--- src/rtl/core/crvg_pkg.sv ---
// shared types, constants and helper functions for the circle ring vertex generator
// no dependencies; used by every module of the block except crvg_assertions by scoped names
`default_nettype none

package crvg_pkg;

    localparam int SINE_TABLE_DEPTH = 1024;
    localparam int MAX_RINGS        = 256;

    localparam int PIPE_DEPTH = 6;

    localparam int COORD_W     = 16;
    localparam int RING_W      = 8;
    localparam int VERTEX_W    = 12;
    localparam int PHASE_W     = 12;
    localparam int OFFSET_W    = 10;
    localparam int RADIUS_W    = 21;
    localparam int SIN_VAL_W   = 16;
    localparam int SIN_MAG_W   = 15;
    localparam int SIN_IDX_W   = $clog2(SINE_TABLE_DEPTH + 1);
    localparam int CFG_ADDR_W  = 3;
    localparam int CFG_DATA_W  = 16;

    localparam logic [PHASE_W-1:0] PHASE_QUARTER = PHASE_W'(1024);
    localparam logic [63:0]        PI_HALF_Q30   = 64'd1686629713;
    localparam logic signed [63:0] ONE_Q14       = 64'sd16384;

    typedef enum logic [CFG_ADDR_W-1:0] {
        CFG_CENTER_X     = 3'd0,
        CFG_CENTER_Y     = 3'd1,
        CFG_BASE_RADIUS  = 3'd2,
        CFG_RING_STEP    = 3'd3,
        CFG_ASPECT_RATIO = 3'd4,
        CFG_ANGLE_STEP   = 3'd5
    } cfg_index_t;

    typedef struct packed {
        logic signed [15:0] center_x;
        logic signed [15:0] center_y;
        logic [14:0]        base_radius;
        logic [11:0]        ring_step;
        logic [15:0]        aspect_ratio;
        logic [11:0]        angle_step;
    } cfg_t;

    localparam cfg_t CFG_RESET = '{
        center_x:     16'sd0,
        center_y:     16'sd0,
        base_radius:  15'd8192,
        ring_step:    12'd41,
        aspect_ratio: 16'd4096,
        angle_step:   12'd128
    };

    typedef logic [SIN_MAG_W-1:0] sine_mag_t;
    typedef sine_mag_t [SINE_TABLE_DEPTH:0] sine_rom_t;

    // unsigned long division by shift and subtract
    function automatic logic [63:0] div_u64(input logic [63:0] num, input logic [63:0] den);
        logic [63:0] quo;
        logic [64:0] rem;
        quo = '0;
        rem = '0;
        for (int i = 63; i >= 0; i--)
        begin
            rem = {rem[63:0], num[i]};
            if (rem >= {1'b0, den})
            begin
                rem    = rem - {1'b0, den};
                quo[i] = 1'b1;
            end
        end
        return quo;
    endfunction

    // quarter-wave sine in q14, taylor series to x^17 in q30
    function automatic sine_rom_t build_sine_rom();
        sine_rom_t          rom;
        logic [63:0]        a;
        logic [63:0]        a2;
        logic [63:0]        term;
        logic [63:0]        divisor;
        logic signed [63:0] sum;
        logic signed [63:0] v;
        for (int k = 0; k <= SINE_TABLE_DEPTH; k++)
        begin
            a    = div_u64(PI_HALF_Q30 * 64'(k) + 64'(SINE_TABLE_DEPTH / 2),
                           64'(SINE_TABLE_DEPTH));
            a2   = (a * a) >> 30;
            term = a;
            sum  = signed'(a);
            for (int n = 1; n <= 8; n++)
            begin
                divisor = 64'((2 * n) * (2 * n + 1));
                term    = div_u64((term * a2) >> 30, divisor);
                if ((n % 2) == 1)
                begin
                    sum = sum - signed'(term);
                end
                else
                begin
                    sum = sum + signed'(term);
                end
            end
            if (sum < 0)
            begin
                sum = 64'sd0;
            end
            v = (sum + 64'sd32768) >>> 16;
            if (v > ONE_Q14)
            begin
                v = ONE_Q14;
            end
            rom[k] = SIN_MAG_W'(v);
        end
        return rom;
    endfunction

    function automatic logic signed [COORD_W-1:0] sat_coord(input logic signed [31:0] v);
        logic signed [COORD_W-1:0] res;
        if (v > 32'sd32767)
        begin
            res = 16'sh7fff;
        end
        else if (v < -32'sd32768)
        begin
            res = 16'sh8000;
        end
        else
        begin
            res = COORD_W'(v);
        end
        return res;
    endfunction

endpackage

`default_nettype wire

--- src/rtl/core/crvg_coord.sv ---
// back stages: radius products, rounding, center offset, aspect scaling, saturation
// depends on crvg_pkg
`default_nettype none

module crvg_coord (
    input  wire logic                                clk,
    input  wire logic                                en,
    input  wire crvg_pkg::cfg_t                      cfg,
    input  wire logic signed [crvg_pkg::RADIUS_W-1:0]  radius,
    input  wire logic signed [crvg_pkg::SIN_VAL_W-1:0] sin_val,
    input  wire logic signed [crvg_pkg::SIN_VAL_W-1:0] cos_val,
    output logic signed [crvg_pkg::COORD_W-1:0]      x_coord,
    output logic signed [crvg_pkg::COORD_W-1:0]      y_coord
);

    localparam int ProdW  = crvg_pkg::RADIUS_W + crvg_pkg::SIN_VAL_W;
    localparam int SumW   = 24;
    localparam int ScaleW = 41;

    logic signed [ProdW-1:0]            px_next;
    logic signed [ProdW-1:0]            py_next;
    logic signed [ProdW-1:0]            px_reg;
    logic signed [ProdW-1:0]            py_reg;
    logic signed [ProdW-1:0]            px_rnd;
    logic signed [ProdW-1:0]            py_rnd;
    logic signed [SumW-1:0]             x_sum;
    logic signed [SumW-1:0]             ysum_next;
    logic signed [SumW-1:0]             ysum_reg;
    logic signed [crvg_pkg::COORD_W-1:0] x4_reg;
    logic signed [ScaleW-1:0]           scaled_next;
    logic signed [ScaleW-1:0]           scaled_reg;
    logic signed [crvg_pkg::COORD_W-1:0] x5_reg;
    logic signed [ScaleW-1:0]           scaled_rnd;
    logic signed [crvg_pkg::COORD_W-1:0] x_reg;
    logic signed [crvg_pkg::COORD_W-1:0] y_reg;

    always_comb
    begin
        px_next     = ProdW'(radius) * ProdW'(cos_val);
        py_next     = ProdW'(radius) * ProdW'(sin_val);
        px_rnd      = px_reg + ProdW'(8192);
        py_rnd      = py_reg + ProdW'(8192);
        x_sum       = SumW'(signed'(px_rnd[ProdW-1:14])) + SumW'(cfg.center_x);
        ysum_next   = SumW'(signed'(py_rnd[ProdW-1:14])) + SumW'(cfg.center_y);
        scaled_next = ScaleW'(ysum_reg) * signed'(ScaleW'(cfg.aspect_ratio));
        scaled_rnd  = scaled_reg + ScaleW'(2048);
    end

    always_ff @(posedge clk)
    begin
        if (en)
        begin
            px_reg     <= px_next;
            py_reg     <= py_next;
            x4_reg     <= crvg_pkg::sat_coord(32'(x_sum));
            ysum_reg   <= ysum_next;
            x5_reg     <= x4_reg;
            scaled_reg <= scaled_next;
            x_reg      <= x5_reg;
            y_reg      <= crvg_pkg::sat_coord(32'(signed'(scaled_rnd[ScaleW-1:12])));
        end
    end

    assign x_coord = x_reg;
    assign y_coord = y_reg;

endmodule

`default_nettype wire

--- config.mk ---
export PLATFORM = sky130hd
export DESIGN_NAME = crvg_coord
export DESIGN_NICKNAME = d
export VERILOG_FILES = /design/src/rtl/core/crvg_pkg.sv /design/src/rtl/core/crvg_coord.sv
export SDC_FILE = /design/constraint.sdc
export NUM_CORES = 2
export LEC_CHECK = 0
export BUFFER_PORTS_ARGS = -buffer_cell sky130_fd_sc_hd__buf_2
export CAP_MARGIN = 20
export CORE_ASPECT_RATIO = 1.4
export CORE_MARGIN = 1
export CORE_UTILIZATION = 35
export DETAILED_ROUTE_END_ITERATION = 12
export PLACE_DENSITY = 0.53
export RECOVER_POWER = 25
export SYNTH_ARGS = -nofsm -noshare
export SYNTH_HDL_FRONTEND = slang
export SYNTH_SLANG_ARGS = --single-unit
export TNS_END_PERCENT = 30
--- constraint.sdc ---
create_clock -name clk -period 8.85 [get_ports clk]
set_input_delay 1.3275 -clock clk [delete_from_list [all_inputs] [get_ports clk]]
set_output_delay 1.3275 -clock clk [all_outputs]
set_load 0.05 [all_outputs]
# After elaboration in Yosys (flattened, before gate mapping)
# Cells that the tools add are included.
[totals]
ff_bits = 203
in_bits = 142
out_inout_bits = 32
wordCells = 22
[op_classes]
addsub = 5
mul = 3
magnitude_cmp = 4
mux = 2
[op_table]
columns = ["op", "count"]
rows = [
  ["37-bit by 15-bit adder with 37-bit output, second input constant", 2],
  ["21-bit by 16-bit multiplier with 37-bit output", 2],
  ["23-bit by 16-bit adder with 24-bit output", 2],
  ["41-bit by 13-bit adder with 41-bit output, second input constant", 1],
  ["24-bit by 17-bit multiplier with 41-bit output", 1],
  ["16-bit two-way mux", 2],
  ["29-bit by 16-bit greater-than comparator with 1-bit output, second input constant", 1],
  ["29-bit by 16-bit less-than comparator with 1-bit output, second input constant", 1],
  ["24-bit by 16-bit greater-than comparator with 1-bit output, second input constant", 1],
  ["24-bit by 16-bit less-than comparator with 1-bit output, second input constant", 1],
]

# Longest topological paths before layout
[logic_depth]
ltp_word = 4
ltp_mapped = 25
mapped_depth_nobuf = 24

# Worst setup path before layout
# OpenSTA, ideal clock, no wires.
[synth_timing]
path_type = "input -> register"
startpoint = "input radius[20] in the netlist's numbering"
endpoint = "register py_reg[35] (data pin)"
setup_ns = 0.195
t_arrival_ns = 7.089
required_time_ns = 8.655
slack_ns = 1.566
cell_stages = 19
n_path_buf = 1
path_cell_list = "clkbuf_1 -> nand2_1 -> fa_1 -> inv_1 -> fa_1 -> fa_1 -> fa_1 -> fa_1 -> fa_1 -> ha_1 -> nand3_1 -> a21oi_1 -> a211oi_1 -> o21ai_0 -> a21oi_1 -> o21ai_0 -> a41oi_1 -> or4b_2 -> o311ai_0"
[synth_between]
elab_chain_cells = 1
[synth_rtl]
columns = ["item", "line", "rtl"]
rows = [
  ["from (decl)", "crvg_coord.sv:9", "input wire logic signed [crvg_pkg::RADIUS_W-1:0] radius,"],
  ["21-bit by 16-bit multiplier with 37-bit output", "crvg_coord.sv:40", "py_next = ProdW'(radius) * ProdW'(sin_val);"],
  ["net py_next[35]", "crvg_coord.sv:21", "logic signed [ProdW-1:0] py_next;"],
  ["to (signal assigned)", "crvg_coord.sv:54", "py_reg <= py_next;"],
  ["to (decl)", "crvg_coord.sv:23", "logic signed [ProdW-1:0] py_reg;"],
]
# The timed path passes the listed nets, and every way through them passes these cells.
# A chain may end at the register's enable or synchronous reset.

# Worst setup path in the final report
[layout_timing]
startpoint = "input sin_val[1] in the netlist's numbering"
endpoint = "register py_reg[35] (data pin)"
[layout_between]
elab_chain_cells = 1
[layout_rtl]
columns = ["item", "line", "rtl"]
rows = [
  ["from (decl)", "crvg_coord.sv:10", "input wire logic signed [crvg_pkg::SIN_VAL_W-1:0] sin_val,"],
  ["21-bit by 16-bit multiplier with 37-bit output", "crvg_coord.sv:40", ""],
  ["net py_next[35]", "crvg_coord.sv:21", ""],
]
# The timed path passes the listed nets, and every way through them passes these cells.

==> reports/qor.csv <==
metric,value,unit
status,"complete, but fails checks",
violations,"capacitance limit, slew limit",
min_path_type,reg2reg,
wl_per_cell,17.0,µm
largest_reg_flops,30,
boundaryPins,174,
numCtsBuffers,17,
die_area,133000,µm²
vias,32050,
synthArstFlopShare,0,%
fmax,125,MHz
grt-ovfl-total,0,
setup_violations,0,
crit_path_start_kind,input port,
synth_warnings,0,
critPathRequiredTime,9230,ps
ant_nets,0,
drc,0,
drive_gt1_share,4.82,%
clock-root-buffer,clkbuf_16,
grt_pass1_vias,35854,
cap_violations,1,
routabilityCongestion,0.856,
max_stage_delay,600,ps
cp_max_fo,21,
syn_nets,6426,
grt_max_degree,93,
final.min_clock_period,7990,ps
synth_edf_count,166,
avgViaCountPerCell,4.80,
post-route-period-util,90.3,%
grt_pass1_wl,187,mm
synth_ff_type,edfxtp_1,
ys_types,74,
wl,114,mm
syn_to_final_growth,6.69,%
core,130000,µm²
tns,0,ps
ys_seq_elements,166,
clockBufferDepth,2,
htreeDepth,4,
clock_latency,520,ps
cts_resized,0,
yosysSeqAreaShare,10.9,%
path_cells,buf_2 > nand2_1 > fa_1 > inv_1 > fa_1 > fa_1 > inv_1 > fa_1 > inv_1 > fa_1 > fa_1 > ha_1 > a2111oi_0 > o21ai_0 > o211ai_1 > and2_1 > o21ai_0 > a41oi_1 > or4b_2 > o311ai_0 > buf_4,
dpl.hpwl,94.5,mm
die_height,431,µm
worstMarginPinSlew,5190,ps
cts.sinks,166,
cts_tree,yes,
hold_viol,0,
synth.cell_area,45900,µm²
io_buffer_count,134,
postCtsHoldBufs,0,
antenna_found_initial,27,
detail_route.first_pass.iterations,5,
grtUsageTotal,18.2,%
avgSynthCellArea,9.33,µm²
fin_skew,12.7,ps
netlist_instances,4919,
crit_type,in2reg,
start_util,35.4,%
postCtsSetupBuffers,0,
cp_common_cell,fa_1,
final_nets,6432,
slew_headroom,-246,%
cp_data_arrival_time,8370,ps
die_x,308,µm
cp-end-kind,flop,
rsz0062_at_grt,false,
placementRows,156,
clkTransAtPathRegs,80,ps
cpMaxStageDelayCell,or4b_2,
drv_slew,93,
first_iter_violations,1242,
-- logic make-up after synthesis --
group | Yosys count | share of synthesized area [%]
multiplexers | 3 | 0.0681
AND/OR/NAND/NOR | 1403 | 14.5
flip-flops | 166 | 10.9
AO/OA/AOI/OAI | 334 | 4.79
XOR/XNOR | 194 | 3.70
adder cells (fa/ha/maj) | 1365 | 54.2
buffers and inverters | 1454 | 11.9
-- cells in the mapped netlist (all sizes together) (7+ instances only) --
library cell	n	area, µm²
inv	1261	4730
edfxtp	166	4980
o21a	19	143
and2	391	2450
nor3	20	100
a21o	40	300
nor2	127	477
buf	9	43.8
nand2b	21	131
xor2	64	561
o21bai	7	52.6
clkbuf	182	688
nor2b	13	81.3
nand3	45	225
nand4	28	181
a211oi	13	97.6
fa	1039	20800
o21ai	88	478
xnor2	130	1140
or2	8	50.1
a21oi	92	464
and3	16	100
ha	326	4080
a31oi	8	50.1
nand2	710	2670
-- per-stage QoR --
stage / hold WS [ps] / std cells / worst slack (ps) / util [%] / instance area (µm²)
finish: 414 / 6682 / 856 / 37.8 / 49000
global route: 421 / 6677 / 507 / 37.8 / 49000
CTS: 414 / 6676 / 884 / 37.8 / 49000
detailed placement: 405 / 6644 / 325 / 37.3 / 48400
global placement: 403 / 6644 / 332 / 37.3 / 48400
floorplan: 400 / 4919 / 1570 / - / 45900
-- metal layers --
metal,share of wire [%],GRT usage [%]
met5,0.11,0
met4,3.6,6.71
met1,37,19.8
met2,56,35.5
met3,3.0,2.14
-- final timing paths --
| check | startpoint | to | slack, ps | cells past startpoint |
|---|---|---|---|---|
| max | sin_val[1] | py_reg[35]$_DFFE_PP_ | 860 | 21 |
| min | x4_reg[1]$_SDFFCE_PN1P_ | x5_reg[1]$_DFFE_PP_ | 410 | 0 |
| max reg2reg | ysum_reg[7]$_DFFE_PP_ | scaled_reg[40]$_DFFE_PP_ | 1680 | 21 |
| min reg2reg | x4_reg[1]$_SDFFCE_PN1P_ | x5_reg[1]$_DFFE_PP_ | 410 | 0 |
-- cell usage in the layout, fill, tap and decap left out, types with 4 or more instances in the layout --
cell,netlist,final
inv_1,1261,1261
fa_1,1039,1039
nand2_1,710,710
and2_1,391,391
ha_1,326,326
edfxtp_1,166,166
buf_2,2,133
xnor2_1,130,130
nor2_1,127,127
a21oi_1,91,91
o21ai_0,76,76
xor2_1,64,64
nand3_1,45,45
buf_4,0,43
a21o_1,40,40
nand4_1,27,27
nand2b_1,21,21
nor3_1,20,20
o21a_1,19,19
clkbuf_16,0,17
and3_1,16,16
a211oi_1,13,13
nor2b_1,13,13
o21ai_2,10,10
a31oi_1,8,8
or2_2,8,8
o21bai_1,7,7
diode_2,0,6
nor4_1,6,6
o211ai_1,6,6
o31ai_1,6,6
a21boi_0,6,6
inv_8,0,6
or3_1,5,5
a2111oi_0,5,5
a41oi_1,4,4
o41a_1,4,4
o22ai_1,4,4
-- worst max-delay path: cells and delay by family --
kind | cells | cell delay (ps)
fa+ha+maj | 7 | 3210
compound gates | 6 | 1920
simple gates | 3 | 1050
buf+inv | 5 | 830
-- cell type report --
class,instances,area (µm²)
Timing Repair Buffer,178,1010
Antenna cell,6,15.0
Inverter,1263,4740
Clock buffer,17,425
Clock inverter,15,175
Sequential cell,166,4980
Multi-Input combinational cell,3299,35500
Tap cell,1738,2170
Fill cell,13363,80600
Power is left out: the tool's default activity adds up to more than one toggle a clock period on the data nets, which glitch-free logic cannot reach.
