`config.mk`:
```
export PLATFORM = sky130hd
export DESIGN_NAME = crvg_front
export DESIGN_NICKNAME = d
export VERILOG_FILES = /design/src/rtl/core/crvg_pkg.sv /design/src/rtl/core/crvg_front.sv
export SDC_FILE = /design/constraint.sdc
export NUM_CORES = 1
export LEC_CHECK = 0
export ABC_AREA = 1
export BUFFER_PORTS_ARGS = -buffer_cell sky130_fd_sc_hd__buf_2
export CORE_MARGIN = 1
export CORE_UTILIZATION = 24
export DETAILED_ROUTE_END_ITERATION = 16
export GPL_TIMING_DRIVEN = 0
export PLACE_DENSITY = 0.53
export SKIP_CTS_REPAIR_TIMING = 1
export SLEW_MARGIN = 20
export SYNTH_ARGS = -nofsm -noshare
export SYNTH_HDL_FRONTEND = slang
export SYNTH_SLANG_ARGS = --single-unit
```
`constraint.sdc`:
```
create_clock -name clk -period 7.78 [get_ports clk]
set_input_delay 0.389 -clock clk [delete_from_list [all_inputs] [get_ports clk]]
set_output_delay 0.389 -clock clk [all_outputs]
set_load 0.01 [all_outputs]
```
`src/rtl/core/crvg_pkg.sv`:
```
// shared types, constants and helper functions for the circle ring vertex generator
// no dependencies; used by every module of the block except crvg_assertions by scoped names
`default_nettype none

package crvg_pkg;

    localparam int SINE_TABLE_DEPTH = 1024;
    localparam int MAX_RINGS        = 256;

    localparam int PIPE_DEPTH = 6;

    localparam int COORD_W     = 16;
    localparam int RING_W      = 8;
    localparam int VERTEX_W    = 12;
    localparam int PHASE_W     = 12;
    localparam int OFFSET_W    = 10;
    localparam int RADIUS_W    = 21;
    localparam int SIN_VAL_W   = 16;
    localparam int SIN_MAG_W   = 15;
    localparam int SIN_IDX_W   = $clog2(SINE_TABLE_DEPTH + 1);
    localparam int CFG_ADDR_W  = 3;
    localparam int CFG_DATA_W  = 16;

    localparam logic [PHASE_W-1:0] PHASE_QUARTER = PHASE_W'(1024);
    localparam logic [63:0]        PI_HALF_Q30   = 64'd1686629713;
    localparam logic signed [63:0] ONE_Q14       = 64'sd16384;

    typedef enum logic [CFG_ADDR_W-1:0] {
        CFG_CENTER_X     = 3'd0,
        CFG_CENTER_Y     = 3'd1,
        CFG_BASE_RADIUS  = 3'd2,
        CFG_RING_STEP    = 3'd3,
        CFG_ASPECT_RATIO = 3'd4,
        CFG_ANGLE_STEP   = 3'd5
    } cfg_index_t;

    typedef struct packed {
        logic signed [15:0] center_x;
        logic signed [15:0] center_y;
        logic [14:0]        base_radius;
        logic [11:0]        ring_step;
        logic [15:0]        aspect_ratio;
        logic [11:0]        angle_step;
    } cfg_t;

    localparam cfg_t CFG_RESET = '{
        center_x:     16'sd0,
        center_y:     16'sd0,
        base_radius:  15'd8192,
        ring_step:    12'd41,
        aspect_ratio: 16'd4096,
        angle_step:   12'd128
    };

    typedef logic [SIN_MAG_W-1:0] sine_mag_t;
    typedef sine_mag_t [SINE_TABLE_DEPTH:0] sine_rom_t;

    // unsigned long division by shift and subtract
    function automatic logic [63:0] div_u64(input logic [63:0] num, input logic [63:0] den);
        logic [63:0] quo;
        logic [64:0] rem;
        quo = '0;
        rem = '0;
        for (int i = 63; i >= 0; i--)
        begin
            rem = {rem[63:0], num[i]};
            if (rem >= {1'b0, den})
            begin
                rem    = rem - {1'b0, den};
                quo[i] = 1'b1;
            end
        end
        return quo;
    endfunction

    // quarter-wave sine in q14, taylor series to x^17 in q30
    function automatic sine_rom_t build_sine_rom();
        sine_rom_t          rom;
        logic [63:0]        a;
        logic [63:0]        a2;
        logic [63:0]        term;
        logic [63:0]        divisor;
        logic signed [63:0] sum;
        logic signed [63:0] v;
        for (int k = 0; k <= SINE_TABLE_DEPTH; k++)
        begin
            a    = div_u64(PI_HALF_Q30 * 64'(k) + 64'(SINE_TABLE_DEPTH / 2),
                           64'(SINE_TABLE_DEPTH));
            a2   = (a * a) >> 30;
            term = a;
            sum  = signed'(a);
            for (int n = 1; n <= 8; n++)
            begin
                divisor = 64'((2 * n) * (2 * n + 1));
                term    = div_u64((term * a2) >> 30, divisor);
                if ((n % 2) == 1)
                begin
                    sum = sum - signed'(term);
                end
                else
                begin
                    sum = sum + signed'(term);
                end
            end
            if (sum < 0)
            begin
                sum = 64'sd0;
            end
            v = (sum + 64'sd32768) >>> 16;
            if (v > ONE_Q14)
            begin
                v = ONE_Q14;
            end
            rom[k] = SIN_MAG_W'(v);
        end
        return rom;
    endfunction

    function automatic logic signed [COORD_W-1:0] sat_coord(input logic signed [31:0] v);
        logic signed [COORD_W-1:0] res;
        if (v > 32'sd32767)
        begin
            res = 16'sh7fff;
        end
        else if (v < -32'sd32768)
        begin
            res = 16'sh8000;
        end
        else
        begin
            res = COORD_W'(v);
        end
        return res;
    endfunction

endpackage

`default_nettype wire

```
`src/rtl/core/crvg_front.sv`:
```
// first stage: ring radius and vertex phase
// depends on crvg_pkg
`default_nettype none

module crvg_front (
    input  wire logic                                clk,
    input  wire logic                                en,
    input  wire crvg_pkg::cfg_t                      cfg,
    input  wire logic [crvg_pkg::RING_W-1:0]         ring_index,
    input  wire logic [crvg_pkg::VERTEX_W-1:0]       vertex_index,
    output logic signed [crvg_pkg::RADIUS_W-1:0]     radius,
    output logic [crvg_pkg::PHASE_W-1:0]             phase
);

    logic [crvg_pkg::RING_W-1:0]         ring_clamped;
    logic [19:0]                         ring_prod;
    logic [23:0]                         phase_prod;
    logic signed [crvg_pkg::RADIUS_W-1:0] radius_next;
    logic signed [crvg_pkg::RADIUS_W-1:0] radius_reg;
    logic [crvg_pkg::PHASE_W-1:0]         phase_next;
    logic [crvg_pkg::PHASE_W-1:0]         phase_reg;

    always_comb
    begin
        if (32'(ring_index) > 32'(crvg_pkg::MAX_RINGS - 1))
        begin
            ring_clamped = crvg_pkg::RING_W'(crvg_pkg::MAX_RINGS - 1);
        end
        else
        begin
            ring_clamped = ring_index;
        end
        ring_prod   = 20'(ring_clamped) * 20'(cfg.ring_step);
        phase_prod  = 24'(vertex_index) * 24'(cfg.angle_step);
        radius_next = signed'(crvg_pkg::RADIUS_W'(cfg.base_radius))
                    - signed'(crvg_pkg::RADIUS_W'(ring_prod));
        phase_next  = phase_prod[crvg_pkg::PHASE_W-1:0];
    end

    always_ff @(posedge clk)
    begin
        if (en)
        begin
            radius_reg <= radius_next;
            phase_reg  <= phase_next;
        end
    end

    assign radius = radius_reg;
    assign phase  = phase_reg;

endmodule

`default_nettype wire

```
---- After elaboration in Yosys (flattened, before gate mapping) ----
Cells that the tools add are included.
operators by class
  add/sub/neg operators ................... 1
  $mul .................................... 2
operators with widths
  operator                      count
  subtractor 15 x 20 -> 21 bit  1
  multiplier 8 x 12 -> 20 bit   1
  multiplier 12 x 12 -> 12 bit  1
word-level totals
  flip-flop bits (word level) ............. 33
  input bits .............................. 109
  output and inout bits ................... 33
  word-level logic and storage cells ...... 5

---- Depth between registers and ports, before layout ----
Gate-level depths: netlist of run 1.
  word-level depth ........................ 2
  depth in mapped cells ................... 25

---- Worst setup path before layout of run 1 ----
Ideal clock, no wire load.
  path kind ............................... input to register
  start ................................... input port cfg[4] (netlist name)
  end ..................................... register phase_reg, in the netlist phase[11] (data pin)
  setup time .............................. 0.252 ns
  data arrival time ....................... 4.133 ns
  slack ................................... 3.394 ns
  stages on the path ...................... 17
  buffers on the path ..................... 1
  cell sequence ........................... buf_2 -> nand2_1 -> fa_1 -> inv_1 -> fa_1 -> inv_1 -> fa_1 -> inv_1 -> fa_1 -> fa_1 -> ha_1 -> nand2_1 -> inv_1 -> a221o_1 -> nand2b_1 -> nand3_1 -> nand2_1
between the ends
  cells in the longest elaborated chain, start to end .. 1
ends and longest elaborated chain
  item                          line              text
  start, declared               crvg_front.sv:8   input wire crvg_pkg::cfg_t cfg,
  multiplier 12 x 12 -> 12 bit  crvg_front.sv:34  phase_prod = 24'(vertex_index) * 24'(cfg.angle_step);
  net phase_prod[11]            crvg_front.sv:17  logic [23:0] phase_prod;
  end signal, assigned          crvg_front.sv:45  phase_reg <= phase_next;
  end, declared                 crvg_front.sv:21  logic [crvg_pkg::PHASE_W-1:0] phase_reg;
The timed path passes the listed nets, and every way through them passes these cells.
A chain may end at the register's enable or synchronous reset.

---- Worst setup path after layout of run 1 ----
  start ................................... input port ring_index[6] (netlist name)
  end ..................................... register radius_reg, in the netlist radius[17] (data pin)
between the ends
  cells in the longest elaborated chain, start to end .. 2
ends and longest elaborated chain
  item                          line              text
  start, declared               crvg_front.sv:9   input wire logic [crvg_pkg::RING_W-1:0] ring_index,
  multiplier 8 x 12 -> 20 bit   crvg_front.sv:33  ring_prod = 20'(ring_clamped) * 20'(cfg.ring_step);
  subtractor 15 x 20 -> 21 bit  crvg_front.sv:36  - signed'(crvg_pkg::RADIUS_W'(ring_prod));
  net radius_next, one bit      crvg_front.sv:18  logic signed [crvg_pkg::RADIUS_W-1:0] radius_next;
  end signal, assigned          crvg_front.sv:44  radius_reg <= radius_next;
  end, declared                 crvg_front.sv:19  logic signed [crvg_pkg::RADIUS_W-1:0] radius_reg;
The timed path passes the listed nets, and every way through them passes these cells.

==> results of run 1 <==
cells in the mapped netlist, drive strengths merged:
master    n  share of area
nor3      2         0.0014
a211oi    1         0.0010
xnor2     9          0.011
or2       1        0.00086
nand4     3         0.0026
a221o     1         0.0014
xor2     20          0.024
o211ai    1         0.0010
clkinv    1        0.00052
nand2b    1        0.00086
o21a      1         0.0010
o31ai     1         0.0010
o21bai    1         0.0010
and2      1        0.00086
clkbuf   22          0.011
o21ai    17          0.012
inv     288           0.15
nand3    21          0.014
ha       77           0.13
a21o      6         0.0062
edfxtp   33           0.14
nand3b    1         0.0010
buf       9         0.0066
a31oi     2         0.0017
a21oi    31          0.021
nor4      2         0.0017
nand2   254           0.13
nor2     26          0.014
fa      112           0.31
per-stage QoR:
stage                     setup slack [ns]  power, mW
after floorplan                       3.39       1.93
after global placement                2.80       2.51
after detailed placement              2.84       2.52
after CTS                             3.13       2.80
after global routing                  2.74       3.09
final                                 3.13       2.74
metal layers:
layer	routed length [um]	GRT usage
met1	7870	0.147
met2	8170	0.201
met4	140	0.0214
met3	478	0.0132
met5	0	0
critical path, delay by kind of cell:
family | cells | cell delay (ns)
and+or+nand+nor | 5 | 0.98
xor gates and xnor gates | 1 | 0.24
adders and majority gates | 5 | 2.47
buffers and inverters | 4 | 0.65
where the power goes:
| part | total (mW) | leakage [nW] | internal [mW] | switching (mW) |
|---|---|---|---|---|
| logic | 2.07 | 4.31 | 0.793 | 1.28 |
| registers | 0.406 | 0.323 | 0.383 | 0.0227 |
| clock network | 0.265 | 0.0944 | 0.185 | 0.0799 |
cell usage in the layout, fill, tap and decap left out, types with 3 or more instances in the layout:
cell	Yosys	routed
sky130_fd_sc_hd__nand2_1	249	249
sky130_fd_sc_hd__nand2_2	5	5
sky130_fd_sc_hd__a21oi_1	31	31
sky130_fd_sc_hd__clkbuf_1	22	22
sky130_fd_sc_hd__nand4_1	3	3
sky130_fd_sc_hd__clkbuf_16	0	5
sky130_fd_sc_hd__xnor2_1	9	9
sky130_fd_sc_hd__o21ai_0	12	12
sky130_fd_sc_hd__a21o_1	6	6
sky130_fd_sc_hd__buf_2	5	80
sky130_fd_sc_hd__nor2_1	24	24
sky130_fd_sc_hd__ha_1	77	77
sky130_fd_sc_hd__xor2_1	20	20
sky130_fd_sc_hd__inv_1	284	284
sky130_fd_sc_hd__fa_1	112	112
sky130_fd_sc_hd__nand3_1	21	21
sky130_fd_sc_hd__inv_2	4	4
sky130_fd_sc_hd__o21ai_1	5	5
sky130_fd_sc_hd__edfxtp_1	33	33
path summary, 6_finish.rpt:
| kind | startpoint | endpoint | slack [ns] |
|---|---|---|---|
| setup / recovery | ring_index[6] | radius[17] | 3.13 |
| hold / removal | cfg[0] | phase[0] | 0.41 |
layout make-up:
type                    instances  area [um^2]
inverters                     289         1080
multi-input cells             592         5050
well taps                     390          488
clock inverters                 3         68.8
repair buffers                 75          375
fillers                      3300        21400
clock buffers                   5          125
plain buffers                  31          130
flip-flops and latches         33          991
logic make-up after synthesis:
family	share of synthesized area
adder cells (fa/ha/maj)	0.442
AND/OR/NAND/NOR	0.171
XOR/XNOR	0.0350
flip-flops	0.137
AO/OA/AOI/OAI	0.0476
buffers and inverters	0.168
==> summary.txt, run 1 <==
Floorplan
  • Placeable core region: roughly 30,000 um^2
  • Top-Level Pins: around 140
  • Area enclosed by the die boundary: between 30,000 and 40,000 um^2
  • DIE WIDTH: around 180 um
  • Height of the chip: 176 um
  • Number of cell rows: 63
  • Starting density of the core: 0.244

Global routing
  • Wire length of the first global-routing pass: 27.8 mm
  • Total GRT Usage: 0.113
  • Vias in the first global route: between 5,000 and 6,000
  • Total grt overflow: 0
  • Initial antenna violation count: 0
  • Largest net degree at the start of global routing: 34

STA
  • Setup repair after global routing missed its margin: false
  • Final count of negative-setup-slack endpoints: 0
  • Max Fclk: 0.215 GHz
  • Part of the cycle the worst path needs: 0.598
  • Post-layout min period: between 4 and 5 ns
  • Fin. max-slew vios: 0
  • Count of final hold-check violations: 0
  • Final setup TNS: 0 ns
  • Worst-Margin Slew: ~0.82 ns
  • Final Hold Slack: around 0.41 ns
  • Relative slew slack: 0.452

Clock network
  • Number of buffers between clock root and the deepest sink: 2
  • Clock sinks: 33
  • Deepest level of the CTS H-tree: 2
  • CTS root buffer: sky130_fd_sc_hd__clkbuf_16
  • Number of clock buffers inserted by TritonCTS: 5
  • CTS tree: yes
  • CTS clk-pin slew, worst paths: approximately 0.050 ns

Final layout
  • Antenna cells: 0
  • Layout-stage area growth over the synthesis result: 14.6%
  • Post-route non-filler standard cell count: 1,418
  • Max FFs per register: 21
  • Net count reported at finish: around 1,300
  • Post-Layout Inst Area: between 8000 and 9000 um^2
  • Proportion of layout cells with a drive suffix above 1: 0.0982
  • Util after Layout: 0.280

Run
  • Max capacitance violation total: 0

Placement
  • Port bufs: 75
  • Post-detailed-placement cell area: 8120 um^2
  • Post-detailed-placement half-perimeter wirelength: 14.8 mm
  • GP Congestion: between 0.8 and 0.9
  • Number of cells in the design after placement: 1,410

Min path
  • Type of the most critical hold path: input pin to flop
  • Number of cells on the worst hold path: 3

Setup path
  • Slowest cell on the critical path: sky130_fd_sc_hd__fa_1
  • Startpoint Class: input pin
  • Longest individual stage delay on the worst path: about 0.54 ns
  • Arrival time reported for the critical path endpoint: around 4.8 ns
  • Worst Path Max Fanout: 10
  • Kind of critical path: input pin to flop
  • Endpoint type of the worst setup path: flop
  • Worst path required time: about 8 ns
  • Sequence of cells on the critical path: buf_2 > clkbuf_1 > nand2_1 > fa_1 > fa_1 > fa_1 > inv_1 > fa_1 > inv_1 > ha_1 > nand2_1 > nor4_1 > nand4_1 > nand3_1 > xor2_1
  • Cell repeated most along the worst path: sky130_fd_sc_hd__fa_1

Logic synthesis
  • Yosys synthesis warning count: 0
  • Post-synthesis area per instance: about 7.7 um^2
  • Gate count after technology mapping: 945
  • Synth cell types: 35
  • Netlist area before placement: just over 7000 um^2
  • Total of flip-flops plus latches after synthesis: 33
  • Post-synthesis net count: ~1,200
  • Sequential share of the synthesized area: 0.137

Detailed routing
  • Detailed-route via count: between 5,000 and 6,000
  • Detailed-route wire length: between 15 and 20 mm
  • DR WL/cell: 11.8 um
  • Remaining DRCs: 0
  • Via-per-instance ratio: between 4 and 5
  • Count of routing violations after the opening detailed-route iteration: 241
  • Antenna Violating Nets Remaining: 0
  • First-pass detailed-route iteration total: 4

Outcome
  • Status: complete, no violations

Power
  • Worst IR Drop VDD: ~180 uV
  • PwrDens: approximately 330 nW/um^2
  • LEAKAGE: approximately 4.7 nW
(Power assumes the default switching activity.)
==> run 2: changes to the inputs <==
--- a/config.mk
+++ b/config.mk
@@ -5,13 +5,13 @@
 export SDC_FILE = /design/constraint.sdc
 export NUM_CORES = 1
 export LEC_CHECK = 0
-export ABC_AREA = 1
+export ABC_AREA = 0
 export BUFFER_PORTS_ARGS = -buffer_cell sky130_fd_sc_hd__buf_2
 export CORE_MARGIN = 1
 export CORE_UTILIZATION = 24
 export DETAILED_ROUTE_END_ITERATION = 16
 export GPL_TIMING_DRIVEN = 0
-export PLACE_DENSITY = 0.53
+export PLACE_DENSITY = 0.55
 export SKIP_CTS_REPAIR_TIMING = 1
 export SLEW_MARGIN = 20
 export SYNTH_ARGS = -nofsm -noshare
==> constraint.sdc (replaced) <==
create_clock -name clk -period 3.8 [get_ports clk]
set_input_delay 0.19 -clock clk [delete_from_list [all_inputs] [get_ports clk]]
set_output_delay 0.19 -clock clk [all_outputs]
set_load 0.01 [all_outputs]
==> summary.txt, run 2 <==
Outcome
  • Status: complete, but fails checks (was complete, no violations)
  • Violated checks: negative setup slack

Power
  • Worst IR Drop VDD: 654 uV (was 181 uV)
  • PwrDens: 870 nW/um^2 (was 330 nW/um^2)
  • LEAKAGE: 4.30 nW (was 4.73 nW)
  • Pwr Total: 8.05 mW (was 2.74 mW)

STA
  • Max Fclk: about 0.25 GHz
  • Crit path setup slack, layout: -0.176 ns (was 3.13 ns)
  • Final count of negative-setup-slack endpoints: 9 (was 0)
  • Fin. max-slew vios: 0 (unchanged)
  • Setup repair after global routing missed its margin: true (was false)
  • Part of the cycle the worst path needs: 1.05
  • Count of final hold-check violations: 0 (unchanged)
  • Worst-Margin Slew: 0.765 ns (was 0.822 ns)
  • Post-layout min period: 3.98 ns
  • Relative slew slack: 0.490 (was 0.452)

Floorplan
  • Number of cell rows: 62 (was 63)
  • Height of the chip: 173 um (was 176 um)
  • DIE WIDTH: 173 um (was 176 um)
  • Area enclosed by the die boundary: 30,100 um^2 (was 30,900 um^2)
  • Placeable core region: 28,800 um^2 (was 29,700 um^2)
  • Top-Level Pins: 142 (unchanged)
  • Starting density of the core: 0.245 (was 0.244)

Logic synthesis
  • Cells taking the most area after synthesis: sky130_fd_sc_hd__fa_1 (32%), sky130_fd_sc_hd__edfxtp_1 (14%), sky130_fd_sc_hd__ha_1 (14%), sky130_fd_sc_hd__inv_1 (10%), sky130_fd_sc_hd__and2_1 (7.0%) (was sky130_fd_sc_hd__fa_1 (31%), sky130_fd_sc_hd__inv_1 (15%), sky130_fd_sc_hd__edfxtp_1 (14%), sky130_fd_sc_hd__ha_1 (13%), sky130_fd_sc_hd__nand2_1 (13%))
  • Leading post-synthesis cells by instance count: sky130_fd_sc_hd__inv_1 (188), sky130_fd_sc_hd__fa_1 (112), sky130_fd_sc_hd__nand2_1 (106) (was sky130_fd_sc_hd__inv_1 (284), sky130_fd_sc_hd__nand2_1 (249), sky130_fd_sc_hd__fa_1 (112))
  • Ys async rst share: 0 (unchanged)
  • Library cell occupying the most area in the post-synthesis netlist: sky130_fd_sc_hd__fa_1 (unchanged)
  • Netlist area before placement: 7050 um^2 (was 7250 um^2)
  • Total of flip-flops plus latches after synthesis: 33 (unchanged)
  • Yosys synthesis warning count: 0 (unchanged)
  • Gate count after technology mapping: 792 (was 945)
  • Top flip-flop cell by instance count after synthesis: sky130_fd_sc_hd__edfxtp_1 (unchanged)
  • Area share of the largest cell type after synthesis: 0.318 (was 0.309)
  • Synth cell types: 42 (was 35)
  • Post-synthesis area per instance: 8.91 um^2 (was 7.67 um^2)
  • Most instantiated library cell after synthesis: sky130_fd_sc_hd__inv_1 (unchanged)
  • Post-synthesis net count: 1,090 (was 1,243)
  • Number of enable flip-flop cells after synthesis: 33 (unchanged)
  • Sequential share of the synthesized area: 0.140 (was 0.137)

Clock network
  • Number of clock buffers inserted by TritonCTS: 5 (unchanged)
  • CTS tree: yes (unchanged)
  • Deepest level of the CTS H-tree: 2 (unchanged)
  • CTS root buffer: sky130_fd_sc_hd__clkbuf_16 (unchanged)
  • Number of buffers between clock root and the deepest sink: 2 (unchanged)
  • Clock sinks: 33 (unchanged)
  • CTS clk-pin slew, worst paths: 0.06 ns (was 0.05 ns)

Global routing
  • Total GRT Usage: 0.114 (was 0.113)
  • Largest net degree at the start of global routing: 34 (unchanged)
  • Initial antenna violation count: 0 (unchanged)
  • Vias in the first global route: 5,777 (was 5,860)
  • Total grt overflow: 0 (unchanged)
  • Wire length of the first global-routing pass: 27.8 mm (about the same)

Detailed routing
  • Remaining DRCs: 0 (unchanged)
  • Detailed-route wire length: 16.8 mm (was 16.7 mm)
  • First-pass detailed-route iteration total: 4 (unchanged)
  • Via-per-instance ratio: 4.23 (was 4.12)
  • Count of routing violations after the opening detailed-route iteration: 189 (was 241)
  • Antenna Violating Nets Remaining: 0 (unchanged)
  • DR WL/cell: 13.0 um (was 11.8 um)
  • Detailed-route via count: 5,473 (was 5,838)

Final layout
  • Post-Layout Inst Area: 9250 um^2 (was 8310 um^2)
  • Max FFs per register: 21 (unchanged)
  • Layout-stage area growth over the synthesis result: 31.2% (was 14.6%)
  • Post-route non-filler standard cell count: 1,294 (was 1,418)
  • Most common cell after layout, fill and taps aside: sky130_fd_sc_hd__inv_1 (unchanged)
  • Commonest cells after routing, fill and taps aside: sky130_fd_sc_hd__inv_1 (179), sky130_fd_sc_hd__fa_1 (103), sky130_fd_sc_hd__nand2_1 (99) (was sky130_fd_sc_hd__inv_1 (284), sky130_fd_sc_hd__nand2_1 (249), sky130_fd_sc_hd__fa_1 (112))
  • Net count reported at finish: 1,208 (was 1,325)
  • Antenna cells: 0 (unchanged)
  • Proportion of layout cells with a drive suffix above 1: 0.270 (was 0.0982)

Setup path
  • Arrival time reported for the critical path endpoint: 3.99 ns (was 4.75 ns)
  • Kind of critical path: input pin to flop (unchanged)
  • Worst Path Max Fanout: 8 (was 10)
  • Worst path required time: 3.82 ns (was 7.88 ns)
  • Endpoint type of the worst setup path: flop (unchanged)
  • Startpoint Class: input pin (unchanged)

Placement
  • Post-detailed-placement cell area: 8320 um^2 (was 8120 um^2)
  • Port bufs: 87 (was 75)
  • GP Congestion: 0.804 (was 0.809)
  • Number of cells in the design after placement: 1,263 (was 1,410)
  • Post-detailed-placement half-perimeter wirelength: 13.8 mm (was 14.8 mm)

Run
  • Max capacitance violation total: 0 (unchanged)

Min path
  • Type of the most critical hold path: input pin to flop (unchanged)
[run 2: changes by cell type after synthesis, sizes merged, moves of 9 or more]
| cell | before | now |
|---|---|---|
| nand2 | 254 | 106 |
| buf | 9 | 0 |
| inv | 288 | 188 |
| xnor2 | 9 | 27 |
| xor2 | 20 | 11 |
| and2 | 1 | 79 |
| nor2 | 26 | 16 |
| nand3 | 21 | 8 |
| a21oi | 31 | 22 |
[run 2: layout make-up]
type | instances | area (um^2)
fill | 2960 | 19500
multi-input combinational | 548 | 5910
sequential | 33 | 991
timing repair buffer | 116 | 769
inverter | 188 | 709
tap | 384 | 480
buffer | 18 | 255
clock buffer | 5 | 125
clock inverter | 2 | 11.3
[run 2: worst paths after layout]
| kind | startpoint | to | slack [ns] | depth (start not counted) |
|---|---|---|---|---|
| setup / recovery | cfg[34] | radius[16] | -0.18 | 16 |
| hold / removal | cfg[43] | radius[0] | 0.34 | 2 |
[run 2: cells by family after synthesis]
| kind of cell | Yosys count | synth area share |
|---|---|---|
| simple gates | 239 | 0.168 |
| compound gates | 80 | 0.0733 |
| buf+inv | 211 | 0.112 |
| xor+xnor | 39 | 0.0504 |
| flops | 33 | 0.140 |
| mux | 1 | 0.00160 |
| fa+ha+maj | 189 | 0.454 |
[run 2: report_power, final]
| part | switching [mW] | internal [mW] | total (mW) | leakage, nW |
|---|---|---|---|---|
| logic | 3.57 | 3.26 | 6.83 | 3.91 |
| registers | 0.0641 | 0.782 | 0.846 | 0.323 |
| clock network | 0.141 | 0.236 | 0.377 | 0.0633 |
| total | 3.77 | 4.28 | 8.05 | 4.30 |
[run 2: routing by layer]
layer	global-route usage	wire length, um
met4	0.00627	23
met2	0.203	8280
met3	0.0184	702
met5	0	0
met1	0.149	7810
[run 2: through the flow]
step           setup slack (ns)  setup TNS [ns]  hold WS (ns)  utilization
2_1_floorplan            -0.187          -0.787         0.302            -
3_3_place_gp             -0.678           -7.20         0.520        0.289
3_5_place_dp             -0.682           -7.42         0.518        0.289
4_1_cts                  -0.382           -2.78         0.234        0.294
5_1_grt                  -0.341           -2.35         0.347        0.322
6_report                 -0.176          -0.841         0.336        0.322
[run 2: worst max-delay path: stages]
cell and delay [ns]:
sky130_fd_sc_hd__buf_2 0.17, sky130_fd_sc_hd__and2_4 0.18, sky130_fd_sc_hd__fa_1 0.50, sky130_fd_sc_hd__inv_1 0.05
sky130_fd_sc_hd__fa_1 0.46, sky130_fd_sc_hd__fa_1 0.49, sky130_fd_sc_hd__inv_1 0.05, sky130_fd_sc_hd__fa_1 0.50
sky130_fd_sc_hd__inv_2 0.05, sky130_fd_sc_hd__ha_4 0.23, sky130_fd_sc_hd__and3_4 0.18, sky130_fd_sc_hd__a21boi_4 0.16
sky130_fd_sc_hd__o21ai_4 0.23, sky130_fd_sc_hd__nand3_2 0.13, sky130_fd_sc_hd__a311oi_2 0.30, sky130_fd_sc_hd__xnor2_1 0.13
==> run 3: changes to the inputs <==
--- a/config.mk
+++ b/config.mk
@@ -7,6 +7,7 @@
 export LEC_CHECK = 0
 export ABC_AREA = 0
 export BUFFER_PORTS_ARGS = -buffer_cell sky130_fd_sc_hd__buf_2
+export CORE_ASPECT_RATIO = 1.5
 export CORE_MARGIN = 1
 export CORE_UTILIZATION = 24
 export DETAILED_ROUTE_END_ITERATION = 16
==> summary.txt, run 3 (same netlist as run 2, synthesis figures left out) <==
Placement
  • GP Congestion: 0.847 (was 0.804)
  • Port bufs: 87 (unchanged)
  • Post-detailed-placement half-perimeter wirelength: 14.8 mm (was 13.8 mm)

Final layout
  • Antenna cells: 0 (unchanged)
  • Layout-stage area growth over the synthesis result: 29.5% (was 31.2%)
  • Net count reported at finish: 1,211 (was 1,208)
  • Max FFs per register: 21 (unchanged)
  • Filler instances: 3,026 (was 2,960)
  • Commonest cells after routing, fill and taps aside: sky130_fd_sc_hd__inv_1 (179), sky130_fd_sc_hd__fa_1 (104), sky130_fd_sc_hd__nand2_1 (96) (was sky130_fd_sc_hd__inv_1 (179), sky130_fd_sc_hd__fa_1 (103), sky130_fd_sc_hd__nand2_1 (99))
  • Most common cell after layout, fill and taps aside: sky130_fd_sc_hd__inv_1 (unchanged)
  • Proportion of layout cells with a drive suffix above 1: 0.260 (was 0.270)

Clock network
  • CTS tree: yes (unchanged)
  • Deepest level of the CTS H-tree: 2 (unchanged)
  • CTS clk-pin slew, worst paths: 0.05 ns (was 0.06 ns)
  • Number of buffers between clock root and the deepest sink: 2 (unchanged)
  • CTS root buffer: sky130_fd_sc_hd__clkbuf_16 (unchanged)
  • Clock sinks: 33 (unchanged)
  • Number of clock buffers inserted by TritonCTS: 5 (unchanged)

Outcome
  • Status: complete, but fails checks (unchanged)
  • Violated checks: negative setup slack (unchanged)

Detailed routing
  • Count of routing violations after the opening detailed-route iteration: 151 (was 189)
  • Remaining DRCs: 0 (unchanged)
  • Via-per-instance ratio: 4.19 (was 4.23)
  • Detailed-route wire length: 17.9 mm (was 16.8 mm)
  • Antenna Violating Nets Remaining: 0 (unchanged)
  • DR WL/cell: 13.7 um (was 13.0 um)
  • Detailed-route via count: 5,467 (was 5,473)
  • First-pass detailed-route iteration total: 4 (unchanged)

Power
  • LEAKAGE: 4.31 nW (was 4.30 nW)
  • Pwr Total: 7.97 mW (was 8.05 mW)
  • Worst IR Drop VDD: 461 uV (was 654 uV)
  • PwrDens: 872 nW/um^2 (was 870 nW/um^2)

Global routing
  • Total grt overflow: 0 (unchanged)
  • Largest net degree at the start of global routing: 34 (unchanged)
  • Vias in the first global route: 5,729 (was 5,777)
  • Wire length of the first global-routing pass: 27.8 mm (about the same)
  • Initial antenna violation count: 0 (unchanged)
  • Total GRT Usage: 0.119 (was 0.114)

Setup path
  • Slowest cell on the critical path: sky130_fd_sc_hd__fa_1 (unchanged)
  • Worst Path Max Fanout: 9 (was 8)
  • CP bufs+invs: 4 (unchanged)
  • Cell class contributing the biggest share of worst-path delay: adder cells (unchanged)
  • Kind of critical path: input pin to flop (unchanged)
  • Endpoint type of the worst setup path: flop (unchanged)
  • Arrival time reported for the critical path endpoint: 4.09 ns (was 3.99 ns)
  • Sequence of cells on the critical path: buf_8 > buf_8 > and2_4 > fa_1 > fa_1 > inv_2 > fa_1 > fa_1 > ha_1 > clkbuf_1 > nand4_1 > o21ai_2 > mux2_4 > a311oi_2 (was buf_2 > and2_4 > fa_1 > inv_1 > fa_1 > fa_1 > inv_1 > fa_1 > inv_2 > ha_4 > and3_4 > a21boi_4 > o21ai_4 > nand3_2 > a311oi_2 > xnor2_1)
  • Startpoint Class: input pin (unchanged)
  • Longest individual stage delay on the worst path: 0.53 ns (was 0.50 ns)
  • Worst path required time: 3.91 ns (was 3.82 ns)
  • Cell repeated most along the worst path: sky130_fd_sc_hd__fa_1 (unchanged)

STA
  • Max Fclk: 0.252 GHz (about the same)
  • Relative slew slack: 0.456 (was 0.490)
  • Final count of negative-setup-slack endpoints: 10 (was 9)
  • Crit path setup slack, layout: -0.174 ns (was -0.176 ns)
  • Final Hold Slack: 0.251 ns (was 0.336 ns)
  • Fin. max-slew vios: 0 (unchanged)
  • Post-layout min period: 3.97 ns (was 3.98 ns)
  • Setup repair after global routing missed its margin: true (unchanged)
  • Worst-Margin Slew: 0.817 ns (was 0.765 ns)
  • Count of final hold-check violations: 0 (unchanged)
  • Part of the cycle the worst path needs: 1.05 (about the same)

Floorplan
  • Number of cell rows: 76 (was 62)
  • DIE WIDTH: 142 um (was 173 um)
  • Starting density of the core: 0.245 (about the same)
  • Top-Level Pins: 142 (unchanged)
  • Area enclosed by the die boundary: 30,100 um^2 (about the same)
  • Placeable core region: 28,800 um^2 (about the same)
  • Height of the chip: 212 um (was 173 um)

Min path
  • Type of the most critical hold path: input pin to flop (unchanged)

Run
  • Max capacitance violation total: 0 (unchanged)
-- run 3: worst paths after layout --
path                      to            start  slack [ns]  cells past startpoint
setup / recovery  radius[19]    ring_index[6]       -0.17                     14
hold / removal      phase[0]  vertex_index[0]        0.25                      2
-- run 3: power breakdown --
group / switching (mW) / internal (mW) / total [mW] / leakage, nW
sequential: 0.0634 / 0.781 / 0.845 / 0.323
clock: 0.157 / 0.241 / 0.398 / 0.0706
combinational: 3.55 / 3.18 / 6.73 / 3.92
-- run 3: metal layers --
layer,track usage,share of wire,up-vias
li1,-,-,2680
met1,0.123,0.37,2675
met2,0.243,0.58,91
met3,0.00811,0.024,21
met4,0.0452,0.021,0
met5,0,0,-
-- run 3: stage by stage --
stage	worst slack [ns]	utilization	TNS, ns	instance area [um^2]	std cells
after floorplan	-0.187	-	-0.787	7400	792
after global placement	-0.664	0.289	-7.51	8320	1269
after detailed placement	-0.714	0.289	-7.95	8320	1269
after CTS	-0.427	0.294	-2.87	8460	1277
after global routing	-0.370	0.317	-2.59	9140	1304
final	-0.174	0.317	-0.967	9140	1304
-- run 3: final cells by class --
type	count	area, um^2	share of cell area
Tap cell	390	488	0.0534
Clock inverter	2	10.0	0.00110
Multi-Input combinational cell	548	5800	0.635
Buffer	19	262	0.0286
Inverter	188	706	0.0772
Timing Repair Buffer	118	749	0.0820
Clock buffer	6	129	0.0141
Sequential cell	33	991	0.108
